[src/design/assert_macros.svh]
// Assertion helpers, clocked on clk_i and held off during reset
`ifndef ASSERT_MACROS_SVH
`define ASSERT_MACROS_SVH

`define ASSERT_AT(label, prop, msg) \
  label: assert property (@(posedge clk_i) disable iff (!rst_ni) prop) else $error(msg);

`define ASSERT_NEVER(label, cond, msg) \
  label: assert property (@(posedge clk_i) disable iff (!rst_ni) !(cond)) else $error(msg);

`endif

[src/design/ldtw_pkg.sv]
package ldtw_pkg;

  typedef enum logic [1:0] {
    KIND_TICK   = 2'd0,
    KIND_CMD    = 2'd1,
    KIND_DATA   = 2'd2,
    KIND_DIGITS = 2'd3
  } kind_e;

  localparam logic [7:0] ADDR_CMD   = 8'hC0;
  localparam logic [7:0] COLON_SET  = 8'h80;
  localparam logic [7:0] COLON_CLR  = 8'h7F;
  localparam logic [7:0] LSB_MASK   = 8'h01;
  localparam logic [7:0] HALF_RESET = 8'd2;
  localparam int unsigned QueueDepth = 8;
  localparam int unsigned NumDigits  = 4;

  typedef struct packed {
    kind_e      kind;
    logic [7:0] command_byte;
    logic [2:0] digit_address;
    logic [7:0] data_byte;
    logic [7:0] digit_zero;
    logic [7:0] digit_one;
    logic [7:0] digit_two;
    logic [7:0] digit_three;
    logic       colon_on;
  } in_word_t;

  typedef struct packed {
    logic clock_line;
    logic data_line;
    logic data_drive;
    logic busy_res;
    logic request_dropped;
  } out_word_t;

endpackage

[src/design/ldtw_in_if.sv]
interface ldtw_in_if;
  logic               valid;
  logic               ready;
  ldtw_pkg::in_word_t word;

  modport source (output valid, output word, input ready);
  modport sink   (input valid, input word, output ready);
endinterface

[src/design/ldtw_out_if.sv]
interface ldtw_out_if;
  logic                valid;
  logic                ready;
  ldtw_pkg::out_word_t word;

  modport source (output valid, output word, input ready);
  modport sink   (input valid, input word, output ready);
endinterface

[src/design/led_driver_two_wire_writer.sv]
// Two-wire LED driver writer. Each input word is one tick: kind 0 just advances the
// sequencer, kinds 1..3 start a command, address/data or four-digit transfer when idle
// (and are dropped and flagged when busy). Every input word gives exactly one output
// word with the wire levels after that tick. One word per cycle: the whole tick update
// sits between the sequencer registers and the result register, and a new word is taken
// whenever the result register is empty or being read in the same cycle.
// cfg_data_i sets the ticks waited after every wire change (0 acts as 1).
`include "assert_macros.svh"

module led_driver_two_wire_writer (
  input  logic       clk_i,
  input  logic       rst_ni,
  input  logic       cfg_we_i,
  input  logic [7:0] cfg_data_i,
  ldtw_in_if.sink    in_i,
  ldtw_out_if.source out_o
);

  typedef enum logic [4:0] {
    P_IDLE   = 5'd0,
    P_START1 = 5'd1,
    P_START2 = 5'd2,
    P_START3 = 5'd3,
    P_START4 = 5'd4,
    P_BIT1   = 5'd5,
    P_BIT2   = 5'd6,
    P_BIT3   = 5'd7,
    P_ACK1   = 5'd8,
    P_ACK2   = 5'd9,
    P_ACK3   = 5'd10,
    P_ACK4   = 5'd11,
    P_ACK5   = 5'd12,
    P_ACK6   = 5'd13,
    P_STOP1  = 5'd14,
    P_STOP2  = 5'd15,
    P_STOP3  = 5'd16
  } phase_e;

  localparam int unsigned QW = $clog2(ldtw_pkg::QueueDepth);
  localparam int unsigned DW = $clog2(ldtw_pkg::NumDigits);

  phase_e              phase_q, phase_d, next_phase;
  logic [7:0]          half_q, wait_q, wait_d, wait_dec;
  logic [7:0]          shift_q, shift_d;
  logic [2:0]          bit_q, bit_d, bit_inc;
  logic [QW-1:0]       frame_q, frame_d, frame_inc;
  logic [3:0]          left_q, left_d, left_dec;
  logic                pair_q, pair_d;
  logic                clock_q, clock_d, data_q, data_d, drive_q, drive_d;
  logic [7:0]          queue_q [ldtw_pkg::QueueDepth];
  logic [7:0]          queue_d [ldtw_pkg::QueueDepth];
  logic [7:0]          digits [ldtw_pkg::NumDigits];
  logic                enter, dropped, in_fire, out_valid_q, out_valid_d;
  ldtw_pkg::out_word_t out_q, out_d;

  assign in_i.ready  = !out_valid_q || out_o.ready;
  assign in_fire     = in_i.valid && in_i.ready;
  assign out_o.valid = out_valid_q;
  assign out_o.word  = out_q;

  assign digits[0] = in_i.word.digit_zero;
  assign digits[1] = in_i.word.colon_on ? (in_i.word.digit_one | ldtw_pkg::COLON_SET)
                                        : (in_i.word.digit_one & ldtw_pkg::COLON_CLR);
  assign digits[2] = in_i.word.digit_two;
  assign digits[3] = in_i.word.digit_three;

  assign wait_dec  = wait_q - {7'd0, (wait_q != 8'd0)};
  assign bit_inc   = bit_q + 3'd1;
  assign frame_inc = frame_q + {{(QW-1){1'b0}}, 1'b1};
  assign left_dec  = left_q - {3'd0, (left_q != 4'd0)};

  always_comb begin
    phase_d    = phase_q;
    wait_d     = wait_q;
    shift_d    = shift_q;
    bit_d      = bit_q;
    frame_d    = frame_q;
    left_d     = left_q;
    pair_d     = pair_q;
    clock_d    = clock_q;
    data_d     = data_q;
    drive_d    = drive_q;
    queue_d    = queue_q;
    next_phase = phase_q;
    enter      = 1'b0;
    dropped    = 1'b0;

    if (in_fire) begin
      if (phase_q != P_IDLE) begin
        dropped = (in_i.word.kind != ldtw_pkg::KIND_TICK);
        wait_d  = wait_dec;
        if (wait_dec == 8'd0) begin
          case (phase_q)
            P_START4: begin
              shift_d    = queue_q[frame_q];
              bit_d      = 3'd0;
              next_phase = P_BIT1;
              enter      = 1'b1;
            end
            P_BIT3: begin
              shift_d    = shift_q >> 1;
              bit_d      = bit_inc;
              next_phase = (bit_inc == 3'd0) ? P_ACK1 : P_BIT1;
              enter      = 1'b1;
            end
            P_ACK6: begin
              frame_d = frame_inc;
              left_d  = left_dec;
              enter   = 1'b1;
              if (left_dec != 4'd0 && pair_q && frame_inc[0]) begin
                shift_d    = queue_q[frame_inc];
                bit_d      = 3'd0;
                next_phase = P_BIT1;
              end else begin
                next_phase = P_STOP1;
              end
            end
            P_STOP3: begin
              if (left_q != 4'd0) begin
                next_phase = P_START1;
                enter      = 1'b1;
              end else begin
                phase_d = P_IDLE;
                wait_d  = 8'd0;
              end
            end
            default: begin
              next_phase = phase_e'(phase_q + 5'd1);
              enter      = 1'b1;
            end
          endcase
        end
      end else if (in_i.word.kind != ldtw_pkg::KIND_TICK) begin
        frame_d    = '0;
        next_phase = P_START1;
        enter      = 1'b1;
        case (in_i.word.kind)
          ldtw_pkg::KIND_CMD: begin
            queue_d[0] = in_i.word.command_byte;
            left_d     = 4'd1;
            pair_d     = 1'b0;
          end
          ldtw_pkg::KIND_DATA: begin
            queue_d[0] = ldtw_pkg::ADDR_CMD | {5'd0, in_i.word.digit_address};
            queue_d[1] = in_i.word.data_byte;
            left_d     = 4'd2;
            pair_d     = 1'b1;
          end
          default: begin
            for (int a = 0; a < ldtw_pkg::NumDigits; a++) begin
              queue_d[QW'(2*a)]   = ldtw_pkg::ADDR_CMD | 8'(a);
              queue_d[QW'(2*a+1)] = digits[DW'(a)];
            end
            left_d = 4'(2 * ldtw_pkg::NumDigits);
            pair_d = 1'b1;
          end
        endcase
      end
    end

    if (enter) begin
      phase_d = next_phase;
      wait_d  = (half_q != 8'd0) ? half_q : 8'd1;
      case (next_phase)
        P_START1: data_d  = 1'b1;
        P_START2: clock_d = 1'b1;
        P_START3: data_d  = 1'b0;
        P_START4: clock_d = 1'b0;
        P_BIT1:   clock_d = 1'b0;
        P_BIT2:   data_d  = |(shift_d & ldtw_pkg::LSB_MASK);
        P_BIT3:   clock_d = 1'b1;
        P_ACK1:   clock_d = 1'b0;
        P_ACK2:   drive_d = 1'b0;
        P_ACK3:   clock_d = 1'b1;
        P_ACK5:   clock_d = 1'b0;
        P_ACK6:   drive_d = 1'b1;
        P_STOP1:  data_d  = 1'b0;
        P_STOP2:  clock_d = 1'b1;
        P_STOP3:  data_d  = 1'b1;
        default: ;
      endcase
    end

    out_d.clock_line      = clock_d;
    out_d.data_line       = data_d;
    out_d.data_drive      = drive_d;
    out_d.busy_res        = (phase_d != P_IDLE);
    out_d.request_dropped = dropped;
    out_valid_d = in_fire ? 1'b1 : (out_o.ready ? 1'b0 : out_valid_q);
  end

  always_ff @(posedge clk_i or negedge rst_ni) begin
    if (!rst_ni) begin
      phase_q     <= P_IDLE;
      half_q      <= ldtw_pkg::HALF_RESET;
      wait_q      <= 8'd0;
      shift_q     <= 8'd0;
      bit_q       <= 3'd0;
      frame_q     <= '0;
      left_q      <= 4'd0;
      pair_q      <= 1'b0;
      clock_q     <= 1'b0;
      data_q      <= 1'b0;
      drive_q     <= 1'b1;
      out_valid_q <= 1'b0;
    end else begin
      phase_q     <= phase_d;
      if (cfg_we_i) begin
        half_q <= cfg_data_i;
      end
      wait_q      <= wait_d;
      shift_q     <= shift_d;
      bit_q       <= bit_d;
      frame_q     <= frame_d;
      left_q      <= left_d;
      pair_q      <= pair_d;
      clock_q     <= clock_d;
      data_q      <= data_d;
      drive_q     <= drive_d;
      out_valid_q <= out_valid_d;
    end
  end

  // payload only: queue and result word
  always_ff @(posedge clk_i) begin
    queue_q <= queue_d;
    if (in_fire) begin
      out_q <= out_d;
    end
  end

  `ASSERT_NEVER(busy_wait_nonzero, phase_q != P_IDLE && wait_q == 8'd0,
                "busy sequencer with empty wait count")
  `ASSERT_NEVER(idle_released, phase_q == P_IDLE && !drive_q,
                "data wire released while idle")
  `ASSERT_AT(drop_flagged,
             in_fire && phase_q != P_IDLE && in_i.word.kind != ldtw_pkg::KIND_TICK
               |=> out_q.request_dropped,
             "request while busy not flagged")
  `ASSERT_AT(start_busy,
             in_fire && phase_q == P_IDLE && in_i.word.kind != ldtw_pkg::KIND_TICK
               |=> phase_q == P_START1 && data_q,
             "request while idle did not start a frame")

endmodule

[src/flat_wrapper.sv]
// flat-port wrapper written by rule: the top's interface ports become plain ports
module led_driver_two_wire_writer_flat 
  (clk_i, rst_ni, cfg_we_i, cfg_data_i, in_i_valid, in_i_word, in_i_ready, out_o_valid, out_o_word, out_o_ready);
  ldtw_in_if in_i_i ();
  ldtw_out_if out_o_i ();
  input  logic clk_i;
  input  logic rst_ni;
  input  logic cfg_we_i;
  input  logic [7:0] cfg_data_i;
  input wire logic [$bits(in_i_i.valid)-1:0] in_i_valid;
  input wire logic [$bits(in_i_i.word)-1:0] in_i_word;
  output wire logic [$bits(in_i_i.ready)-1:0] in_i_ready;
  output wire logic [$bits(out_o_i.valid)-1:0] out_o_valid;
  output wire logic [$bits(out_o_i.word)-1:0] out_o_word;
  input wire logic [$bits(out_o_i.ready)-1:0] out_o_ready;
  assign in_i_i.valid = in_i_valid;
  assign in_i_i.word = in_i_word;
  assign in_i_ready = in_i_i.ready;
  assign out_o_valid = out_o_i.valid;
  assign out_o_word = out_o_i.word;
  assign out_o_i.ready = out_o_ready;
  led_driver_two_wire_writer u_core (.clk_i(clk_i), .rst_ni(rst_ni), .cfg_we_i(cfg_we_i), .cfg_data_i(cfg_data_i), .in_i(in_i_i), .out_o(out_o_i));
endmodule
[config.mk]
export PLATFORM = sky130hd
export DESIGN_NAME = led_driver_two_wire_writer_flat
export DESIGN_NICKNAME = d
export VERILOG_FILES = /design/src/design/ldtw_pkg.sv /design/src/design/ldtw_in_if.sv /design/src/design/ldtw_out_if.sv /design/src/design/led_driver_two_wire_writer.sv /design/src/flat_wrapper.sv
export VERILOG_INCLUDE_DIRS = /design/src /design/src/design
export SDC_FILE = /design/constraint.sdc
export NUM_CORES = 1
export LEC_CHECK = 0
export BUFFER_PORTS_ARGS = -buffer_cell sky130_fd_sc_hd__clkbuf_2
export CAP_MARGIN = 20
export CORE_MARGIN = 8
export CORE_UTILIZATION = 25
export CTS_CLUSTER_SIZE = 40
export DETAILED_ROUTE_END_ITERATION = 16
export HOLD_SLACK_MARGIN = 0.02
export PLACE_DENSITY = 0.43
export SETUP_SLACK_MARGIN = 0.3
export SLEW_MARGIN = 20
export SYNTH_ARGS = -nofsm -noshare
export SYNTH_HDL_FRONTEND = slang
export SYNTH_SLANG_ARGS = --single-unit
[constraint.sdc]
create_clock -name clk_i -period 3.4 [get_ports clk_i]
set_input_delay 0.68 -clock clk_i [delete_from_list [all_inputs] [get_ports clk_i]]
set_output_delay 0.68 -clock clk_i [all_outputs]
set_load 0.1 [all_outputs]
==> Word level (Yosys, flattened, before mapping) <==
Cells that the tools add are included.
{ "totals": {"reg_bits": 73, "latchBits": 0, "mem_bits_rw": 0, "romBits": 0, "output_inout_bits": 7, "elab_cells": 148, "n_memories": 0} }
{ "op_classes": {"add_sub_neg": 5, "n_mul": 0, "div_mod_pow": 0, "magnitude_cmp": 2, "eq_ne": 24, "shifts": 0, "muxes": 61, "n_bitwise": 5, "n_reduce_logical": 30} }
{ "op_table": {"columns": ["cell", "count"], "rows": [
  ["$mux 8", 13],
  ["$mux 5", 11],
  ["$bmux 8 s3", 2],
  ["$eq 5x4->1 const B", 8],
  ["$pmux 8 s2", 2],
  ["$eq 5x3->1 const B", 6],
  ["$mux 4", 6],
  ["$pmux 8 s3", 1],
  ["$pmux 5 s4", 1],
  ["$reduce_bool 8->1", 2],
  ["$mux 1", 15],
  ["$mux 3", 5],
  ["$reduce_and 4->1", 3],
  ["$eq 5x2->1 const B", 2],
  ["$eq 5x5->1 const B", 2],
  ["$reduce_bool 2->1", 5],
  ["$reduce_bool 5->1", 2],
  ["$pmux 3 s3", 1],
  ["$ge 4x4->1 const B", 2],
  ["$logic_not 8->1", 1],
  ["$not 3->4", 2],
  ["$pmux 4 s2", 1],
  ["$reduce_bool 4->1", 2],
  ["$reduce_or 4->1", 2],
  ["other kinds (21)", 30]
]} }

==> Depth between registers and ports, before layout <==
{ "logic_depth": {"ltp_word": 14, "depth_mapped": 15, "mapped_depth_nobuf": 14} }

==> Least setup slack after synthesis <==
Ideal clock, no wire load.
{ "synth_timing": {"path_kind": "register to register", "start": "reg u_core.out_valid_q (netlist: u_core.out_o.valid)", "end": "reg u_core.out_q (netlist bit u_core.out_o.word[1]), data pin", "arrival_ns": 3.649, "required_time_ns": 3.128, "slack_ns": -0.521, "stages_incl_launch_ff": 9, "n_path_buf": 0, "path_cell_list": "dfrtp_1 nand2b_1 nand2_1 inv_1 nand2_1 o31a_4 a211oi_2 a221oi_1 or4_1"} }
{ "synth_lines": {"columns": ["item", "line_no", "source"], "rows": [
  ["start, declared", "led_driver_two_wire_writer.sv:53", "logic enter, dropped, in_fire, out_valid_q, out_valid_d;"],
  ["start signal, assigned", "led_driver_two_wire_writer.sv:220", "out_valid_q <= out_valid_d;"],
  ["end signal, assigned", "led_driver_two_wire_writer.sv:228", "out_q <= out_d;"],
  ["end, declared", "led_driver_two_wire_writer.sv:54", "ldtw_pkg::out_word_t out_q, out_d;"]
]} }

==> metrics.md <==
| Metric | Value |
|---|---|
| Fin cells | `750` |
| Crit path DAT | `between 3000 and 4000 ps` |
| Initial cell density of the core | `between 20% and 30%` |
| Gr ovfl total | `0` |
| Min Tclk post-route | `between 3000 and 4000 ps` |
| Multi-input gate area | `2410 sq um` |
| CP endpoint kind | `flip-flop` |
| Failing checks | `negative setup slack` |
| Ys Warns | `0` |
| Main combinational cell family by area after synthesis | `simple AND/OR/NAND/NOR gates` |
| Initial antenna violation count | `0` |
| Slowest cell on the critical path | `or4_1` |
| Met1 wire length | `between 5000 and 6000 um` |
| FF+latch count, synth | `73` |
| Final core occ | `35.3%` |
| Vias per Instance | `4.65` |
| Sequential share of power | `between 30% and 40%` |
| Placed insts | `717` |
| Mapped Area | `between 4000 and 5000 sq um` |
| Final Power | `0.00382 W` |
| Clock share of power | `between 20% and 30%` |
| Root Driver | `clkbuf_16` |
| Register Area | `around 2000 sq um` |
| Die ar. | `between 20000 and 25000 sq um` |
| Compound-gate portion of the synthesized area | `about 17%` |
| Clock Path Buffers | `2` |
| Post-synth ARST share | `approximately three fifths` |
| Drt drc | `0` |
| Crit path max-delay family | `simple AND/OR/NAND/NOR gates` |
| Max-slew violations | `0` |
| Combinational cell fraction of total power | `a little under half` |
| Worst-path clk slew | `roughly 60 ps` |
| CTS tree | `built` |
| Vias in the first global route | `3714` |
| Max VDD drop | `~0.28 mV` |
| P_int | `approximately 0.0024 W` |
| Worst Path Max Fanout | `5` |
| Met3 routed WL | `around 450 um` |
| Required time of the worst setup path | `roughly 3500 ps` |
| Ant. Diodes | `0` |
| First-pass GRT wire length | `18800 um` |
| Max Clk Rate | `0.284 GHz` |
| CP Class | `flip-flop to flip-flop` |
| Detailed Route Iter0 Violations | `around 130` |
| Die X | `between 100 and 150 um` |
| Adder-cell share of the synthesized area | `under 10%` |
| Port bufs | `56` |
| CTS Hold Bufs | `0` |
| WP buf/inv | `1` |
| GP Congestion | `~0.78` |
| Core Area | `approximately 17000 sq um` |
| Status | `finished with violations` |
| HP Class | `input port to async pin` |
| Fillers | `approximately 1.7k` |
| Synth Net Count | `487` |
| Max-cap check violation count | `0` |
| Crit-path cells | `nor4_4, nand3b_1, ha_2, ha_4, nand3b_1, nor3_2, a21oi_2, a21o_2, buf_6, o31a_4, a211oi_4, a221oi_2, or4_1` |
| TritonCTS Buffers | `9` |
| Via count | `3486` |
| RSZ-0062 raised after global routing | `yes` |
| Register area share after synthesis | `46.2%` |
| Final hold slack | `between 300 and 400 ps` |
| Area grow syn2layout | `37.6%` |
| Dpl hpwl | `between 8000 and 9000 um` |
| Worst Slack Setup Final | `-116 ps` |
| Slowest stage delay, CP | `410 ps` |
| Die height | `approximately 150 um` |
| Max layer used | `met4` |
| Clock Sinks | `73` |
| Post-synthesis simple-gate area fraction | `between 10% and 20%` |
| # nets final | `about 610` |
| Largest net degree at the start of global routing | `27` |
| Crit share post-route | `103%` |
| Pre-CTS WS | `-205 ps` |
| Post-synthesis mux area share | `10.2%` |
| Worst-margin pin slew | `approximately 640 ps` |
| Synth Flop Type | `dfrtp_1` |
| I/O pin total | `74` |
| Fin. Hold Viols | `0` |
| Clk_skew | `about 4.5 ps` |
| DRT Pass-1 Iters | `4` |
| GRT Total Usage | `a little over a tenth` |
| ANT nets after route | `0` |
| Leak | `roughly 2.5 nW` |
| Mapped Avg Cell Area | `10.5 sq um` |
| CP Launch Type | `flip-flop` |
| Final setup viols | `5` |
| Met2 routed WL | `~5000 um` |
| H-tree Lvls | `3` |
| Final Routed Wirelength | `about 11000 um` |
| Yosys cell types | `73` |
| Relative slew margins | `between 50% and 60%` |
| Ratio of cells with drive above 1 in the final layout | `~44%` |
| Switching Share | `between 30% and 40%` |
| Synth Area in XOR/XNOR | `under 10%` |
| Worst skew pair latency | `between 300 and 400 ps` |
| Post-Syn Instances | `about 400` |
| Sw power | `about 0.0014 W` |
| Site Rows | `47` |
| Critical path's most frequent cell | `nand3b_1` |
| Wire per inst | `around 15 um` |
| Post-synth EDFFs | `29` |
| Pwr Density | `approximately 650 nW/um^2` |
==> synth_stat cells, types with 5 or more instances <==
library cell	n	area share, %
nor2b_1	8	1.2
nand3_1	10	1.2
a211oi_1	6	1.1
mux2i_1	12	2.8
clkbuf_1	10	0.88
nand2_1	36	3.2
ha_1	13	3.8
edfxtp_1	29	20
a21oi_1	16	1.9
mux2_2	27	7.1
a221o_1	6	1.4
o21ai_0	23	2.7
nand2b_1	6	0.88
a22oi_1	8	1.4
nor2_1	27	2.4
dfrtp_1	42	25
inv_1	18	1.6
and3_1	5	0.73
xnor2_1	10	2.1
buf_2	5	0.59
nor3_1	13	1.5
==> state kept, by name (all words and copies together), names as in the netlist, 4 cells and up <==
register	count
u_core.out_o.word	5
u_core.wait_q	8
u_core.half_q	8
u_core.queue_q	24
u_core.phase_q	5
u_core.shift_q	8
u_core.left_q	4
==> power groups by stage <==
stage / logic [W] / registers [W] / clock network (W)
5_1_grt: 0.00194 / 0.00120 / 0.000951
2_1_floorplan: 0.00102 / 0.00125 / 0
3_3_place_gp: 0.00156 / 0.00119 / 0
3_5_place_dp: 0.00157 / 0.00119 / 0
4_1_cts: 0.00166 / 0.00118 / 0.000921
6_report: 0.00175 / 0.00118 / 0.000892
==> cell families (layout without fill, tap and decap cells) <==
logic type / after synthesis / count (layout)
muxes: 40 / 40
AOI/OAI and AO/OA: 97 / 97
DFF: 73 / 73
and+or+nand+nor: 135 / 135
adders and majority gates: 13 / 13
xor gates and xnor gates: 11 / 11
buffers and inverters: 38 / 161
==> worst paths after layout <==
| check | slack, ps | from | to | cells past startpoint |
|---|---|---|---|---|
| worst min-delay path | 350 | rst_ni | u_core.half_q[0] | 1 |
| max in group asynchronous | 2430 | rst_ni | u_core.bit_q[0] | 2 |
| min in group clk_i | 480 | u_core.pair_q | u_core.pair_q | 1 |
| worst min register to register | 480 | u_core.pair_q | u_core.pair_q | 1 |
| worst max register to register | -120 | u_core.wait_q[5] | u_core.out_o.word[1] | 13 |
| worst max-delay path | -120 | u_core.wait_q[5] | u_core.out_o.word[1] | 13 |
==> through the flow <==
step                      setup TNS, ps  area, sq um
after floorplan                   -36.4         4340
after global placement             -538         5200
after detailed placement          -1160         5200
after CTS                          -257         5650
after global routing              -2220         5880
final                              -326         5880
==> repair_timing <==
item | 4_1_cts | 5_1_grt
pin swaps | 9 | 13
endpoints found under the setup margin | 30 | 35
resized for setup | 31 | 50
cloned | 1 | 0
setup buffers | 7 | 9
==> cells in the final DEF (no fill, tap or decap), types with 7 or more instances in the layout <==
cell / netlist / layout
mux2_4: 0 / 7
ha_1: 13 / 11
buf_4: 1 / 54
edfxtp_1: 29 / 29
inv_1: 18 / 18
xnor2_1: 10 / 10
nor2b_1: 8 / 8
nor2_1: 27 / 24
a22oi_1: 8 / 8
o21ai_0: 23 / 7
mux2_2: 27 / 21
a21oi_1: 16 / 11
clkbuf_2: 0 / 56
dfrtp_1: 42 / 41
buf_6: 1 / 16
nand2_1: 36 / 33
o21ai_1: 4 / 14
clkbuf_16: 0 / 9
mux2i_1: 12 / 12
nor3_1: 13 / 9
==> routing by layer <==
layer	global-route usage, %	vias up
li1	-	1748
met1	13.9	1660
met2	16.6	65
met3	3.16	13
met4	3.14	0
met5	0	-
==> cell type report <==
class	count	share of cell area, %
multi-input cells	296	41.0
flip-flops and latches	73	33.6
repair buffers	126	14.7
well taps	220	4.68
clock buffers	9	3.83
inverters	19	1.21
clock inverters	7	0.937
(Power assumes the default switching activity.)
